`src/sv/scp_pkg.sv`:
```
`timescale 1ns / 1ps
package scp_pkg;
  localparam int NUM_PROGRAMS = 8;
  localparam int MAX_STEPS = 64;
  localparam int MAX_ITEMS = 32;
  localparam int NUM_CHANNELS = 512;
  localparam int MIN_STEP_MS = 20;
  localparam int PW = 3;
  localparam int SW = 6;
  localparam int IW = 5;
  localparam int STW = 7;
  localparam int NW = 6;
  localparam int AW = 4;
  localparam int EW = 17;

  typedef enum logic [2:0] {
    K_FRAME = 3'd0, K_TICK = 3'd1, K_CLEAR = 3'd2, K_APPEND = 3'd3,
    K_PLAY = 3'd4, K_STOP = 3'd5, K_STOPALL = 3'd6, K_QUERY = 3'd7
  } kind_t;

  typedef enum logic [2:0] {
    S_IDLE, S_SLOT, S_RD, S_SCAN, S_TICK, S_DONE
  } state_t;

  typedef struct packed {
    logic load;
    logic exec;
    logic prog_first;
    logic prog_next;
    logic item_next;
    logic slot_rd;
    logic scan_item;
    logic tick_prog;
    logic emit;
  } cmd_t;

  typedef struct packed {
    logic is_frame;
    logic is_tick;
    logic frame_skip;
    logic prog_live;
    logic prog_last;
    logic item_last;
  } sts_t;
endpackage

```
`src/sv/scp_ctrl.sv`:
```
`timescale 1ns / 1ps
module scp_ctrl import scp_pkg::*; (
  input  logic clk,
  input  logic rst,
  input  logic start,
  input  sts_t sts,
  output cmd_t cmd,
  output logic busy
);
  state_t state, state_next;

  always_ff @(posedge clk) begin
    if (rst) state <= S_IDLE;
    else state <= state_next;
  end

  always_comb begin
    state_next = state;
    unique case (state)
      S_IDLE: if (start) state_next = S_SLOT;
      S_SLOT: begin
        if (sts.is_frame && !sts.frame_skip) state_next = S_RD;
        else if (sts.is_tick) state_next = S_RD;
        else state_next = S_DONE;
      end
      S_RD: begin
        if (!sts.prog_live) state_next = sts.prog_last ? S_DONE : S_RD;
        else state_next = sts.is_tick ? S_TICK : S_SCAN;
      end
      S_SCAN: if (sts.item_last) state_next = sts.prog_last ? S_DONE : S_RD;
      S_TICK: state_next = sts.prog_last ? S_DONE : S_RD;
      S_DONE: state_next = S_IDLE;
      default: state_next = S_IDLE;
    endcase
  end

  always_comb begin
    cmd = '0;
    busy = (state != S_IDLE);
    unique case (state)
      S_IDLE: cmd.load = start;
      S_SLOT: begin
        cmd.exec = !sts.is_frame && !sts.is_tick;
        cmd.prog_first = 1'b1;
      end
      S_RD: begin
        cmd.slot_rd = sts.prog_live;
        cmd.prog_next = !sts.prog_live && !sts.prog_last;
      end
      S_SCAN: begin
        cmd.scan_item = 1'b1;
        cmd.item_next = !sts.item_last;
        cmd.prog_next = sts.item_last && !sts.prog_last;
      end
      S_TICK: begin
        cmd.tick_prog = 1'b1;
        cmd.prog_next = !sts.prog_last;
      end
      S_DONE: cmd.emit = 1'b1;
      default: ;
    endcase
  end
endmodule

```
`config.mk`:
```
export PLATFORM = sky130hd
export DESIGN_NAME = scp_ctrl
export DESIGN_NICKNAME = d
export VERILOG_FILES = /design/src/sv/scp_pkg.sv /design/src/sv/scp_ctrl.sv
export SDC_FILE = /design/constraint.sdc
export NUM_CORES = 1
export LEC_CHECK = 0
export BUFFER_PORTS_ARGS = -buffer_cell sky130_fd_sc_hd__buf_2
export CAP_MARGIN = 20
export CORE_AREA = 5 5 42 44
export CTS_BUF_LIST = sky130_fd_sc_hd__clkbuf_8
export DETAILED_ROUTE_END_ITERATION = 10
export DIE_AREA = 0 0 47 49
export HOLD_SLACK_MARGIN = 0.08
export PLACE_DENSITY_LB_ADDON = 0.12
export REMOVE_ABC_BUFFERS = 1
export SLEW_MARGIN = 20
export SYNTH_ARGS = -nofsm -noshare
export SYNTH_HDL_FRONTEND = slang
export SYNTH_SLANG_ARGS = --single-unit
```
`constraint.sdc`:
```
create_clock -name clk -period 1.9 [get_ports clk]
set_input_delay 0.19 -clock clk [delete_from_list [all_inputs] [get_ports clk]]
set_output_delay 0.19 -clock clk [all_outputs]
set_load 0.005 [all_outputs]
```
==> flow_metrics.env, run 1 <==
export IMPL_post_synth_cell_area_avg_sq_um=7.71
export IMPL_io_pins=19
export IMPL_hold_path_class="in2reg"
export IMPL_max_stage_delay_ns=0.49
export IMPL_cts_tree="done"
export IMPL_endpoint_kind="output pin"
export IMPL_hold_violations=0
export IMPL_peakVddDrop_v=0.000284
export IMPL_cp_num_buf_inv=1
export IMPL_cts_path_max_buffers=2
export IMPL_vias=372
export IMPL_antenna_left=0
export IMPL_yosys_warnings=0
export IMPL_path_delay_family="flip-flops"
export IMPL_critPathMaxFanout=10
export IMPL_path_cells="or3b_4, a21oi_1, buf_2"
export IMPL_p_per_area_nw_per_um2=860
export IMPL_die_h_microns=49
export IMPL_cts_hold_buf=0
export IMPL_status="finished clean"
export IMPL_netlist_top_cell_by_area="dfxtp_1"
export IMPL_clk_latency_ns=0.22
export IMPL_antenna_found_initial=0
export IMPL_path_clk_slew_ns=0.03
export IMPL_max_freq_mhz=626
export IMPL_syn2layout_area_growth_pct=43.4
export IMPL_layout_area_seq_sq_um=60.1
export IMPL_use_met3_pct=3.32
export IMPL_dieArea_sq_um=2300
export IMPL_grt_use_met2_pct=12.0
export IMPL_drt_iter0_markers=6
export IMPL_switching_share_pct=31.5
export IMPL_pre_cts_slack_ns=0.534
export IMPL_synth_seq_cells=3
export IMPL_skew_ns=0.00132
export IMPL_reg_top3="state: 3 flops"
export IMPL_finalWorstSetupSlack_ns=0.303
export IMPL_crit_arrival_ns=1.41
export IMPL_slowest_stage="dfxtp_1"
export IMPL_worstMarginPinSlew_ns=0.340
export IMPL_routed_via_density=4.65
export IMPL_fill_cells=163
export IMPL_clock_sinks=3
export IMPL_synth_area_sq_um=332
export IMPL_grt_busiest_layer="met2"
export IMPL_rsz0062_at_grt="false"
export IMPL_min_period_ns=1.60
export IMPL_finalNetCount=74
export IMPL_place_congestion=0.706
export IMPL_tns_ns=0
export IMPL_met1_usage_pct=10.7
export IMPL_dieWidth_microns=47
export IMPL_drc_errors=0
export IMPL_multi_input_area_sq_um=241
export IMPL_drive_gt1_share_pct=42.2
export IMPL_p_leak_nw=0.242
export IMPL_power_internal_uw=280
export IMPL_diodes=0
export IMPL_firstDrtPassIters=4
export IMPL_grt_pass1_wl_microns=1480
export IMPL_rows=14
export IMPL_post_cts_buffers=0
export IMPL_reg2reg_depth=4
export IMPL_cts_buffers=3
export IMPL_setup_viol=0
export IMPL_holdPathStages=3
export IMPL_p_switching_uw=129
export IMPL_placeableCoreArea_sq_um=1400
export IMPL_grt_usage_pct=9.08
export IMPL_grt_max_degree=11
export IMPL_ys_seq_area_share_pct=18.1
export IMPL_routed_wl_microns=866
export IMPL_finalMaxSlewViolations=0
export IMPL_port_buffers=18
export IMPL_synthCells=43
export IMPL_synth_top_area_share_pct=18.1
export IMPL_power_frac_seq_pct=22.4
export IMPL_hpwlAfterDp_microns=712
export IMPL_grt_ovfl_total=0
export IMPL_synth_area_top_cells="dfxtp_1 (18%), a21oi_1 (7.5%), nor3b_1 (6.8%)"
export IMPL_crit_required_ns=1.71
export IMPL_slew_headroom_pct=77.4
export IMPL_ys_types=22
export IMPL_largest_reg_flops=3
export IMPL_comb_power_share_pct=32.2
export IMPL_grt_pass1_vias=358
export IMPL_cts_resized=0
export IMPL_worstSetupPathType="reg2out"
export IMPL_start_util_pct=23.7
export IMPL_cap_violations=0
export IMPL_cp_depth=3
export IMPL_fin_crit_sh_pct=84.0
export IMPL_regMostFlops="state"
export IMPL_critPathLaunchType="flop"
export IMPL_cts_root_buf="clkbuf_8"
export IMPL_p_clk_share_pct=45.4
export IMPL_htree_levels=1
export IMPL_post_drt_wl_per_cell_microns=10.8
==> Yosys cell counts <==
master and count:
a211oi_1 1, a21boi_2 1, a21o_1 1, a21oi_1 5
a221oi_1 2, and2_1 2, buf_6 1, dfxtp_1 3
inv_1 5, mux2i_1 1, nand3b_1 2, nor2_1 5
nor2b_1 2, nor3_4 1, nor3b_1 3, o211ai_2 1
o21ai_0 2, o21ai_1 1, o21ai_2 1, or3_1 1
or3_4 1, or3b_4 1
==> routing by layer <==
metal,up-vias,share of wire [%]
met5,-,0
li1,196,-
met1,162,41
met4,0,3.0
met3,2,8.7
met2,12,47
==> cell usage in the layout (no fill, tap or decap), drive strengths merged <==
cell / netlist / layout
clkbuf: 0 / 3
o21ai: 4 / 4
nor3: 1 / 1
nand3b: 2 / 2
inv: 5 / 6
nor2: 5 / 5
a211oi: 1 / 1
nor3b: 3 / 3
and2: 2 / 2
a21o: 1 / 1
a221oi: 2 / 2
mux2i: 1 / 1
o211ai: 1 / 1
buf: 1 / 18
dfxtp: 3 / 3
or3: 2 / 2
a21oi: 5 / 5
a21boi: 1 / 1
or3b: 1 / 1
nor2b: 2 / 2
==> per-stage QoR <==
step	util, %	power, mW	hold WS (ns)	std cells	cell area, sq um
finish	33.9	0.409	0.291	80	475
global route	33.9	0.442	0.335	80	475
detailed placement	30.7	0.227	0.527	76	430
CTS	33.9	0.415	0.302	80	475
floorplan	-	0.177	0.395	42	320
global placement	30.7	0.228	0.539	76	430
==> worst reg2reg max path, stage by stage (launching register included) <==
cell and delay [ns]:
dfxtp_1 0.49, or3b_4 0.45, a21boi_2 0.16, a221oi_1 0.08, o21ai_2 0.12
==> layout make-up <==
type | instances | share of cell area [%]
clock inverter | 1 | 0.789
sequential | 3 | 12.6
multi-input combinational | 34 | 50.8
timing repair buffer | 18 | 18.9
inverter | 5 | 3.95
clock buffer | 3 | 8.68
tap | 16 | 4.21
==> worst paths after layout <==
kind                              start                     to  slack (ns)
setup / recovery  state[2]$_SDFFE_PP0P_                 cmd[5]        0.30
hold / removal                      rst  state[0]$_SDFFE_PP0P_        0.29
setup reg to reg  state[2]$_SDFFE_PP0P_  state[0]$_SDFFE_PP0P_        0.53
hold reg to reg   state[0]$_SDFFE_PP0P_  state[0]$_SDFFE_PP0P_        0.73
==> power groups by stage <==
stage          Combinational [mW]  Clock, mW  Sequential (mW)
3_5_place_dp                0.134          0           0.0924
5_1_grt                     0.147      0.201           0.0941
4_1_cts                     0.135      0.189           0.0914
3_3_place_gp                0.135          0           0.0935
6_report                    0.132      0.186           0.0914
2_1_floorplan              0.0886          0           0.0881
==> kinds of logic (layout without fill, tap and decap cells) <==
family,count (synthesis),after routing,synth area share [%]
compound gates,15,15,31.7
buf+inv,6,27,9.06
flops,3,3,18.1
mux,1,1,3.02
simple gates,18,18,38.1
Power figures use the tool's default switching activity.
==> run 2: changes to the inputs <==
Clock period 1.9 ns to 1.35 ns, I/O delays scaled along.
==> run 2 against run 1 <==
  * The flow now finishes with violations (setup timing)
  * Count of clock-buffer cells in the layout unchanged
  * Cell count up 11%
  * Clock skew up 0.0030 ns
  * Non-clock buffer count up 9
  * Utilization up 8.7 points
==> flow_metrics.env, run 2 (same netlist as run 1, synthesis figures left out) <==
export IMPL_antenna_left=0
export IMPL_peakVddDrop_v=0.000935
export IMPL_drt_iter0_markers=3
export IMPL_finalWorstSetupSlack_ns=-0.00644
export IMPL_post_drt_wl_per_cell_microns=11.2
export IMPL_finalMaxSlewViolations=0
export IMPL_regMostFlops="state"
export IMPL_crit_required_ns=1.22
export IMPL_max_freq_mhz=737
export IMPL_placeableCoreArea_sq_um=1400
export IMPL_grt_ovfl_total=0
export IMPL_grt_max_degree=9
export IMPL_holdCritStartpoint="rst"
export IMPL_clk_latency_ns=0.21
export IMPL_drc_errors=0
export IMPL_diodes=0
export IMPL_fin_crit_sh_pct=100
export IMPL_min_period_ns=1.36
export IMPL_reg_top3="state: 3 flops"
export IMPL_antenna_found_initial=0
export IMPL_die_h_microns=49
export IMPL_routed_via_density=4.56
export IMPL_finalNetCount=83
export IMPL_final_cell_mix="buf_2 (18), inv_1 (6), buf_4 (6)"
export IMPL_vias=406
export IMPL_clock_sinks=3
export IMPL_layout_commonest_cell="buf_2"
export IMPL_setup_viol=1
export IMPL_finalInstanceArea_sq_um=597
export IMPL_io_pins=19
export IMPL_fill_cells=152
export IMPL_cap_violations=0
export IMPL_holdPathEnd="state[0]$_SDFFE_PP0P_"
export IMPL_cts_buffers=3
export IMPL_drive_gt1_share_pct=60.3
export IMPL_dieWidth_microns=47
export IMPL_hold_path_class="in2reg"
export IMPL_port_buffers=18
export IMPL_hold_violations=0
export IMPL_firstDrtPassIters=2
export IMPL_reg2reg_depth=5
export IMPL_post_dp_cell_area_sq_um=453
export IMPL_path_clk_slew_ns=0.03
export IMPL_critPathMaxFanout=6
export IMPL_r2r_start="state[1]$_SDFFE_PP0P_"
export IMPL_grt_pass1_wl_microns=1500
export IMPL_hpwlAfterDp_microns=731
export IMPL_r2r_slack_ns=0.03
export IMPL_multi_input_area_sq_um=273
export IMPL_crit_arrival_ns=1.22
export IMPL_violations="setup timing"
export IMPL_dieArea_sq_um=2300
export IMPL_cts_root_buf="clkbuf_8"
export IMPL_slew_headroom_pct=80.6
export IMPL_post_route_util_pct=42.6
export IMPL_htree_levels=1
export IMPL_layout_area_seq_sq_um=71.3
export IMPL_largest_reg_flops=3
export IMPL_worstSetupPathType="reg2out"
export IMPL_grt_usage_pct=8.87
export IMPL_r2r_end="state[0]$_SDFFE_PP0P_"
export IMPL_cts_tree="done"
export IMPL_holdPathStages=3
export IMPL_grt_pass1_vias=340
export IMPL_syn2layout_area_growth_pct=80.0
export IMPL_endpoint_kind="output pin"
export IMPL_rows=14
export IMPL_start_util_pct=23.7
export IMPL_status="finished with violations"
export IMPL_p_leak_nw=0.301
export IMPL_place_congestion=0.774
export IMPL_critPathLaunchType="flop"
export IMPL_rsz0062_at_grt="true"
export IMPL_skew_ns=0.00428
export IMPL_pre_cts_slack_ns=0.0873
export IMPL_holdWs_ns=0.232
export IMPL_cts_path_max_buffers=2
export IMPL_worstMarginPinSlew_ns=0.288
export IMPL_p_per_area_nw_per_um2=1050
export IMPL_routed_wl_microns=998
-- run 2: routing by layer --
layer / up-vias / share of wire (%) / routed length [microns] / GRT usage (%)
met3: 0 / 6.5 / 65 / 4.43
met5: - / 0 / 0 / 0
li1: 218 / - / - / -
met4: 0 / 0 / 0 / 2.76
met2: 12 / 48 / 479 / 10.9
met1: 176 / 45 / 453 / 13.2
-- run 2: timing repair --
| action | 4_1_cts | 5_1_grt |
|---|---|---|
| setup buffers | 1 | 5 |
| gates resized for setup | 8 | 7 |
| setup endpoints to repair | 4 | 7 |
| pin swaps | 2 | 5 |
| hold buffers | 0 | 0 |
-- run 2: critical path, cell delays in order, from the launching register on --
cell and delay [ns]:
dfxtp_4 0.35, or3b_4 0.42, a21oi_2 0.12, buf_2 0.12
-- run 2: metrics by stage --
stage          power (mW)  cells  TNS [ns]
2_1_floorplan       0.249     42         0
3_3_place_gp        0.330     79         0
3_5_place_dp        0.329     79         0
4_1_cts             0.595     84   -0.0267
5_1_grt             0.674     89    -0.272
6_report            0.626     89  -0.00644
-- run 2: how the worst max path moves through the flow --
stage,startpoint,end,slack [ns],depth (start not counted)
2_1_floorplan,state[2]$_SDFFE_PP0P_,state[0]$_SDFFE_PP0P_,0.1,4
3_3_place_gp,state[1]$_SDFFE_PP0P_,state[1]$_SDFFE_PP0P_,0.08,4
3_5_place_dp,state[0]$_SDFFE_PP0P_,cmd[7],0.09,4
4_1_cts,state[2]$_SDFFE_PP0P_,cmd[7],-0.02,4
5_1_grt,state[0]$_SDFFE_PP0P_,cmd[5],-0.08,5
6_report,state[1]$_SDFFE_PP0P_,cmd[5],-0.006,3
-- run 2: final cells by class --
class                   instances  share of cell area (%)
inverters                       5                    3.14
clock buffers                   3                    6.92
clock inverters                 1                   0.629
flip-flops and latches          3                    11.9
repair buffers                 27                    28.3
well taps                      16                    3.35
multi-input cells              34                    45.7
-- run 2: power breakdown --
group / internal, mW / switching (mW)
logic: 0.140 / 0.114
clock network: 0.193 / 0.0529
registers: 0.106 / 0.0216
==> run 3: changes to the inputs <==
Settings changed: CTS_BUF_LIST sky130_fd_sc_hd__clkbuf_8 to unset.
==> run 3 against run 2 <==
  * The run still ends with setup timing left
  * Wire length increased by 4.9%
  * Die area did not move
  * Combinational power up 9.5%
  * Total power fell by 11%
  * First-iteration DRC count up 100%
  * Largest cell class unchanged
==> flow_metrics.env, run 3 (same netlist as run 1, synthesis figures left out) <==
export IMPL_status="finished with violations"
export IMPL_violations="setup timing"
export IMPL_post_drt_wl_per_cell_microns=11.6
export IMPL_slowest_stage="or3b_4"
export IMPL_grt_pass1_wl_microns=1520
export IMPL_r2r_start="state[0]$_SDFFE_PP0P_"
export IMPL_critPathMaxFanout=7
export IMPL_multi_input_area_sq_um=279
export IMPL_r2r_end="state[0]$_SDFFE_PP0P_"
export IMPL_vias=410
export IMPL_grt_busiest_layer="met1"
export IMPL_crit_arrival_ns=1.24
export IMPL_p_total_uw=556
export IMPL_diodes=0
export IMPL_largest_reg_flops=3
export IMPL_setup_viol=2
export IMPL_fin_crit_sh_pct=102
export IMPL_worstMarginPinSlew_ns=0.283
export IMPL_holdPathEnd="state[0]$_SDFFE_PP0P_"
export IMPL_cts_hold_buf=0
export IMPL_finalWorstSetupSlack_ns=-0.0299
export IMPL_holdPathStages=3
export IMPL_drive_gt1_share_pct=60.8
export IMPL_max_stage_delay_ns=0.42
export IMPL_clock_sinks=3
export IMPL_p_leak_nw=0.294
export IMPL_dieArea_sq_um=2300
export IMPL_cts_root_buf="clkbuf_4"
export IMPL_endpoint_kind="output pin"
export IMPL_grt_use_met2_pct=11.1
export IMPL_use_met3_pct=4.43
export IMPL_min_period_ns=1.38
export IMPL_peakVddDrop_v=0.000640
export IMPL_r2r_slack_ns=0.02
export IMPL_reg2reg_depth=5
export IMPL_hold_path_class="in2reg"
export IMPL_clk_latency_ns=0.23
export IMPL_worstSetupPathType="reg2out"
export IMPL_crit_required_ns=1.22
export IMPL_met1_usage_pct=13.4
export IMPL_dpl_cell_count=79
export IMPL_path_clk_slew_ns=0.04
export IMPL_antenna_left=0
export IMPL_holdCritStartpoint="rst"
export IMPL_tns_ns=-0.0380
export IMPL_port_buffers=18
export IMPL_cap_violations=0
export IMPL_p_per_area_nw_per_um2=934
export IMPL_syn2layout_area_growth_pct=79.6
export IMPL_critPathLaunchType="flop"
export IMPL_dieWidth_microns=47
export IMPL_layout_commonest_cell="buf_2"
export IMPL_cp_num_buf_inv=1
export IMPL_die_h_microns=49
export IMPL_finalNetCount=84
export IMPL_hold_violations=0
export IMPL_slew_headroom_pct=80.9
export IMPL_routed_wl_microns=1050
export IMPL_path_delay_family="simple AND/OR/NAND/NOR gates"
export IMPL_path_cells="or3b_4, a21oi_2, buf_2"
export IMPL_reg_top3="state: 3 flops"
export IMPL_grt_ovfl_total=0
export IMPL_firstDrtPassIters=2
export IMPL_grt_usage_pct=9.01
export IMPL_drc_errors=0
export IMPL_cts_buffers=3
export IMPL_post_route_util_pct=42.5
export IMPL_start_util_pct=23.7
export IMPL_placeableCoreArea_sq_um=1400
export IMPL_place_congestion=0.774
export IMPL_max_freq_mhz=725
export IMPL_fill_cells=151
export IMPL_grt_max_degree=9
export IMPL_cts_path_max_buffers=2
export IMPL_routed_via_density=4.56
export IMPL_skew_ns=0.00444
export IMPL_htree_levels=1
export IMPL_hpwlAfterDp_microns=731
export IMPL_rsz0062_at_grt="true"
export IMPL_drt_iter0_markers=6
export IMPL_holdWs_ns=0.216
export IMPL_io_pins=19
export IMPL_finalMaxSlewViolations=0
export IMPL_layout_area_seq_sq_um=71.3
export IMPL_rows=14
export IMPL_cts_tree="done"
export IMPL_final_cell_mix="buf_2 (18), buf_4 (6), inv_1 (5), nor2_1 (5), buf_6 (4)"
export IMPL_antenna_found_initial=0
export IMPL_grt_pass1_vias=351
export IMPL_final_cells=90
export IMPL_regMostFlops="state"
==> run 3: cell types whose count changed in the layout (fill, tap and decap cells not counted) <==
cell      previous run  this run
clkbuf_1             0         1
inv_1                6         5
buf_6                3         4
clkbuf_4             0         3
clkbuf_8             3         0
nor3b_2              2         1
nor3b_4              0         1
==> run 3: repair_timing <==
action,4_1_cts,5_1_grt
setup endpoints to repair,7,9
buffers inserted,2,5
pin swaps,2,5
gates resized for setup,8,9
==> run 3: through the flow <==
stage | setup WS (ns) | instance area, sq um
final | -0.0299 | 596
after global routing | -0.0996 | 596
after CTS | -0.0408 | 518
after detailed placement | 0.0873 | 453
after global placement | 0.0791 | 453
after floorplan | 0.0985 | 320
==> run 3: power by group <==
part	internal [mW]	switching, mW	leakage (nW)
registers	0.105	0.0202	0.0267
clock network	0.111	0.0435	0.0150
logic	0.153	0.123	0.252
total	0.369	0.187	0.294
==> run 3: how the worst max path moves through the flow <==
stage / slack, ns / depth (start not counted) / from / end
floorplan: 0.1 / 4 / state[2]$_SDFFE_PP0P_ / state[0]$_SDFFE_PP0P_
global placement: 0.08 / 4 / state[1]$_SDFFE_PP0P_ / state[1]$_SDFFE_PP0P_
detailed placement: 0.09 / 4 / state[0]$_SDFFE_PP0P_ / cmd[7]
CTS: -0.04 / 4 / state[2]$_SDFFE_PP0P_ / cmd[7]
global route: -0.1 / 4 / state[0]$_SDFFE_PP0P_ / cmd[7]
finish: -0.03 / 3 / state[0]$_SDFFE_PP0P_ / cmd[5]
==> run 3: per-layer routing <==
layer | up-vias | routed length (microns)
li1 | 220 | -
met2 | 9 | 506
met3 | 0 | 51
met4 | 0 | 0
met5 | - | 0
met1 | 181 | 489
==> run 3: area by class of cell <==
class | instances | area share [%]
inverters | 5 | 3.15
repair buffers | 28 | 30.3
clock buffers | 4 | 4.41
flip-flops and latches | 3 | 12.0
well taps | 16 | 3.36
multi-input cells | 34 | 46.8
==> run 3: worst min-delay path: stages <==
cell     delay (ns)
buf_2          0.09
or3_1          0.13
o21ai_2        0.05
